**src/rtl/core/thri_pkg.sv**
```systemverilog
// ----------------------------------------------------------------------------
// thri_pkg
// Shared types and codes for the timed history rewind interpolator.
// ----------------------------------------------------------------------------
package thri_pkg;

   localparam logic [1:0] OP_RECORD   = 2'd0;
   localparam logic [1:0] OP_REWIND   = 2'd1;
   localparam logic [1:0] OP_UNDO     = 2'd2;
   localparam logic [1:0] OP_RESERVED = 2'd3;

   localparam logic [1:0] ACT_NONE     = 2'd0;
   localparam logic [1:0] ACT_RECORDED = 2'd1;
   localparam logic [1:0] ACT_REWOUND  = 2'd2;
   localparam logic [1:0] ACT_RESTORED = 2'd3;

   typedef struct packed {
      logic [1:0]  opcode;
      logic [30:0] frame_time;
      logic [30:0] previous_frame_time;
      logic [15:0] elapsed_ms;
      logic        is_bot;
      logic [30:0] query_time;
      logic [59:0] position;
      logic [47:0] orientation;
      logic [59:0] box_low;
      logic [59:0] box_high;
      logic [15:0] motion_flags;
   } req_type;

   typedef struct packed {
      logic [1:0]  action;
      logic [59:0] out_position;
      logic [47:0] out_orientation;
      logic [59:0] out_box_low;
      logic [59:0] out_box_high;
      logic [15:0] out_motion_flags;
   } rsp_type;

   typedef enum logic [3:0] {
      ST_IDLE,
      ST_REC_RD,
      ST_REC_CHK,
      ST_REC_WR,
      ST_RW_RD,
      ST_RW_CHK,
      ST_RW_OLD_RD,
      ST_RW_OLD,
      ST_RW_B,
      ST_DIV,
      ST_MUL,
      ST_ADD,
      ST_UNDO,
      ST_FINISH
   } state_type;

   typedef enum logic [3:0] {
      CMD_NONE,
      CMD_ACCEPT,
      CMD_REC_READ,
      CMD_REC_FIX,
      CMD_REC_WRITE,
      CMD_RW_READ,
      CMD_RW_STEP,
      CMD_RW_SAVE_A,
      CMD_RW_READ_TO,
      CMD_TAKE_OLDEST,
      CMD_LOAD_B,
      CMD_DIV_STEP,
      CMD_LERP_MUL,
      CMD_LERP_ADD,
      CMD_RESTORE,
      CMD_EMIT
   } cmd_type;

   typedef struct packed {
      logic hit;
      logic first;
      logic wrap_next;
      logic div_last;
      logic lane_last;
      logic out_busy;
   } status_type;

endpackage

```
**src/rtl/core/thri_ctrl.sv**
```systemverilog
// ----------------------------------------------------------------------------
// thri_ctrl
// Sequencer: steps the datapath through record, rewind search, divide,
// lane interpolation, undo and result hand-off.
// ----------------------------------------------------------------------------
module thri_ctrl (
   input  logic                   clock,
   input  logic                   reset,
   input  logic                   req_valid,
   input  logic [1:0]             req_opcode,
   input  thri_pkg::status_type   status,
   output thri_pkg::cmd_type      cmd,
   output logic                   req_ready
);
   import thri_pkg::*;

   state_type state_ff;
   state_type state_in;

   always_ff @(posedge clock) begin
      if (reset) begin
         state_ff <= ST_IDLE;
      end else begin
         state_ff <= state_in;
      end
   end

   always_comb begin
      state_in = state_ff;
      unique case (state_ff)
         ST_IDLE: begin
            if (req_valid) begin
               unique case (req_opcode)
                  OP_RECORD: state_in = ST_REC_RD;
                  OP_REWIND: state_in = ST_RW_RD;
                  OP_UNDO:   state_in = ST_UNDO;
                  default:   state_in = ST_FINISH;
               endcase
            end
         end
         ST_REC_RD:    state_in = ST_REC_CHK;
         ST_REC_CHK:   state_in = ST_REC_WR;
         ST_REC_WR:    state_in = ST_FINISH;
         ST_RW_RD:     state_in = ST_RW_CHK;
         ST_RW_CHK: begin
            if (status.hit) begin
               state_in = status.first ? ST_FINISH : ST_RW_B;
            end else begin
               state_in = status.wrap_next ? ST_RW_OLD_RD : ST_RW_RD;
            end
         end
         ST_RW_OLD_RD: state_in = ST_RW_OLD;
         ST_RW_OLD:    state_in = ST_FINISH;
         ST_RW_B:      state_in = ST_DIV;
         ST_DIV:       state_in = status.div_last ? ST_MUL : ST_DIV;
         ST_MUL:       state_in = ST_ADD;
         ST_ADD:       state_in = status.lane_last ? ST_FINISH : ST_MUL;
         ST_UNDO:      state_in = ST_FINISH;
         ST_FINISH:    state_in = status.out_busy ? ST_FINISH : ST_IDLE;
         default:      state_in = ST_IDLE;
      endcase
   end

   always_comb begin
      cmd       = CMD_NONE;
      req_ready = 1'b0;
      unique case (state_ff)
         ST_IDLE: begin
            req_ready = 1'b1;
            cmd       = req_valid ? CMD_ACCEPT : CMD_NONE;
         end
         ST_REC_RD:    cmd = CMD_REC_READ;
         ST_REC_CHK:   cmd = CMD_REC_FIX;
         ST_REC_WR:    cmd = CMD_REC_WRITE;
         ST_RW_RD:     cmd = CMD_RW_READ;
         ST_RW_CHK: begin
            if (status.hit) begin
               cmd = status.first ? CMD_NONE : CMD_RW_SAVE_A;
            end else begin
               cmd = CMD_RW_STEP;
            end
         end
         ST_RW_OLD_RD: cmd = CMD_RW_READ_TO;
         ST_RW_OLD:    cmd = CMD_TAKE_OLDEST;
         ST_RW_B:      cmd = CMD_LOAD_B;
         ST_DIV:       cmd = CMD_DIV_STEP;
         ST_MUL:       cmd = CMD_LERP_MUL;
         ST_ADD:       cmd = CMD_LERP_ADD;
         ST_UNDO:      cmd = CMD_RESTORE;
         ST_FINISH:    cmd = status.out_busy ? CMD_NONE : CMD_EMIT;
         default:      cmd = CMD_NONE;
      endcase
   end

endmodule

```
**config.mk**
```make
export PLATFORM = sky130hd
export DESIGN_NAME = thri_ctrl
export DESIGN_NICKNAME = d
export VERILOG_FILES = /design/src/rtl/core/thri_pkg.sv /design/src/rtl/core/thri_ctrl.sv
export SDC_FILE = /design/constraint.sdc
export NUM_CORES = 1
export LEC_CHECK = 0
export BUFFER_PORTS_ARGS = -buffer_cell sky130_fd_sc_hd__buf_2
export CAP_MARGIN = 15
export CORE_UTILIZATION = 44
export DETAILED_ROUTE_END_ITERATION = 8
export PLACE_DENSITY = 0.69
export REMOVE_ABC_BUFFERS = 1
export SLEW_MARGIN = 20
export SYNTH_ARGS = -nofsm -noshare
export SYNTH_HDL_FRONTEND = slang
export SYNTH_SLANG_ARGS = --single-unit
```
**constraint.sdc**
```tcl
create_clock -name clock -period 1.84 [get_ports clock]
set_input_delay 0.184 -clock clock [delete_from_list [all_inputs] [get_ports clock]]
set_output_delay 0.184 -clock clock [all_outputs]
set_load 0.03 [all_outputs]
```
==> metrics.md <==
| Metric | Value |
|---|---|
| CTS Hold Bufs | `0` |
| Worst-Margin Slew | `0.425 ns` |
| Synth unique cells | `33` |
| Area of the multi-input gates | `455 um2` |
| Largest net degree at the start of global routing | `16` |
| Routability cong. | `0.797` |
| Hold Crit Class | `primary input to flip-flop` |
| Max-Slew Margin vs Limit | `71.6%` |
| Worst Path Buf+Inv | `1` |
| VDD IR max | `710 uV` |
| Final net count | `113` |
| CP cell instances | `o21ai_0, a221oi_1, a21oi_1, buf_2` |
| Slowest stage delay, CP | `0.57 ns` |
| Horiz. Die Dim | `38.9 um` |
| Final Setup Violations | `0` |
| Family with the most delay on the worst path | `compound AO/OA/AOI/OAI gates` |
| I/O pins | `16` |
| Via density | `5.54` |
| Core area | `0.00119 mm2` |
| Yosys warning count | `0` |
| Top reg by flops | `state_ff` |
| Largest regs | `state_ff (4)` |
| Final instance area | `721 um2` |
| Initial Utilization | `50.4%` |
| Initial antenna violation count | `0` |
| Area Growth Syn to Fin | `20.5%` |
| Number of global-route vias before repair | `515` |
| Rows | `12` |
| Grt ovf | `0` |
| CTS buffer count | `3` |
| Root buffer cell | `clkbuf_4` |
| Power per standard cell area | `1790 mW/mm2` |
| Outcome | `finished clean` |
| Layout cells sized above 1 | `32.0%` |
| DR iter-0 viols | `21` |
| Unrepaired setup endpoints after global routing | `false` |
| CTS clk-pin slew, worst paths | `0.04 ns` |
| Worst R2R Start | `state_ff[3]` |
| DRT antenna net count | `0` |
| Final period util | `94.7%` |
| Post-CTS Setup Bufs | `0` |
| Mapped cell area | `598 um2` |
| Element type at the critical path start | `flip-flop` |
| Clk Latency, worst-skew pair | `0.23 ns` |
| CP endpoint kind | `output port` |
| Storage element area | `82.6 um2` |
| Drt total wl | `1430 um` |
| WS Path Type | `flip-flop to output port` |
| Dpl hpwl | `1090 um` |
| Post-synth EDFFs | `0` |
| WL per Instance | `12.9 um` |
| Leak | `0.299 nW` |
| Hold Fails Final Rpt | `0` |
| Register area share after synthesis | `13.4%` |
| Clock sink count | `4` |
| Crit path DAT | `1.56 ns` |
| Synth Register Bits | `4` |
| Syn avg cell area | `7.48 um2` |
| CP max stage cell | `dfxtp_1` |
| Hold_ws | `0.244 ns` |
| Top_reg_cell synth | `dfxtp_1` |
| TritonRoute pass-1 iters | `4` |
| Maximum fanout along the worst path | `10` |
| Die Ht | `38.9 um` |
| Fill cells | `107` |
| All-Layer GR Usage | `22.1%` |
| Max Slew Vio Count | `0` |
| Worst EP required | `1.66 ns` |
| Async S/R FF share, synth | `0%` |
| Drt drc | `0` |
| Max Freq | `0.574 GHz` |
| H-tree Lvls | `1` |
| First-pass GRT wire length | `2300 um` |
| Clock skew | `0.00368 ns` |
| Total power | `0.00129 W` |
| CTS tree | `done` |
| Antenna diodes | `0` |
| Max Cap Viol | `0` |
| Die area | `0.00151 mm2` |
| Setup TNS | `0 ns` |
| Hold_sp | `reset` |
| Cells after synthesis | `80` |
| Routed via count | `615` |
| Crit path from | `state_ff[3]` |
| # port buffers | `15` |
| Largest register FFs | `4` |
| Post-layout minimum cycle time | `1.74 ns` |
| Clk buf depth | `2` |
| Placed Instance Area | `696 um2` |
==> Yosys cell counts, types with 3 or more instances <==
cell	count	area [um2]
a21oi_1	7	35.0
nand2_1	7	26.3
o21ai_0	7	35.0
inv_1	6	22.5
buf_2	5	25.0
dfxtp_1	4	80.1
nor2b_1	4	25.0
ha_1	3	37.5
nand2b_1	3	18.8
nand3_1	3	15.0
==> layer usage <==
layer  part of all wire [%]  wire length, um  global-route usage [%]  up-vias
met5                      0                0                       0        -
met4                      0                0                    2.59        0
met3                    3.8               54                    5.20        0
met2                     48              685                    38.8       17
met1                     48              689                    27.7      273
li1                       -                -                       -      325
==> worst register-to-register path: stages, from the launching register on <==
cell and delay (ns):
dfxtp_1 0.57, buf_4 0.24, nand2_1 0.06, o32a_1 0.34
a21oi_1 0.14
==> layout make-up <==
class | count | share of cell area, %
clock buffers | 3 | 3.13
repair buffers | 21 | 16.7
well taps | 14 | 2.43
multi-input cells | 63 | 63.2
inverters | 6 | 3.13
flip-flops and latches | 4 | 11.5
==> timing repair <==
action                                  CTS  global route
endpoints found under the setup margin    1             3
hold endpoints to repair                  0             0
gates resized for setup                   1             1
==> final timing paths <==
check	end	slack, ns	cells past startpoint
setup / recovery	cmd[1]	0.1	4
hold / removal	state_ff[2]	0.24	4
setup reg to reg	state_ff[2]	0.42	4
hold reg to reg	state_ff[2]	0.71	2
==> report_power, final <==
part           switching (W)  internal, W  leakage (nW)  total [W]
sequential          0.000128     0.000129        0.0336   0.000258
clock              0.0000348    0.0000729        0.0138   0.000108
combinational       0.000536     0.000391         0.251   0.000927
total               0.000699     0.000593         0.299    0.00129
==> cell families after synthesis <==
group | share of synthesized area, %
mux | 1.67
compound gates | 44.3
buf+inv | 10.5
simple gates | 23.8
flops | 13.4
fa+ha+maj | 6.28
==> layout by cell type, fill, tap and decap left out, types with 2 or more instances in the layout <==
master / Yosys / layout
ha_1: 3 / 3
clkbuf_4: 0 / 3
nor2_1: 2 / 2
nor2b_1: 4 / 4
o211ai_1: 2 / 2
a21o_1: 2 / 2
dfxtp_2: 0 / 2
a21boi_0: 2 / 2
dfxtp_1: 4 / 2
a32oi_1: 2 / 2
buf_4: 2 / 6
o21bai_1: 2 / 2
nand2b_1: 3 / 3
a21oi_1: 7 / 7
nand3_1: 3 / 3
buf_2: 5 / 15
o21ai_0: 7 / 7
inv_1: 6 / 6
o221ai_1: 2 / 2
nand2_1: 7 / 7
==> stage by stage <==
| stage | worst slack [ns] | std cells | util (%) |
|---|---|---|---|
| 6_report | 0.0980 | 111 | 60.8 |
| 5_1_grt | 0.0271 | 111 | 60.8 |
| 4_1_cts | 0.0726 | 111 | 60.7 |
| 3_5_place_dp | 0.225 | 108 | 58.6 |
| 3_3_place_gp | 0.263 | 108 | 58.6 |
| 2_1_floorplan | 0.0586 | 73 | - |
(Power assumes the default switching activity.)
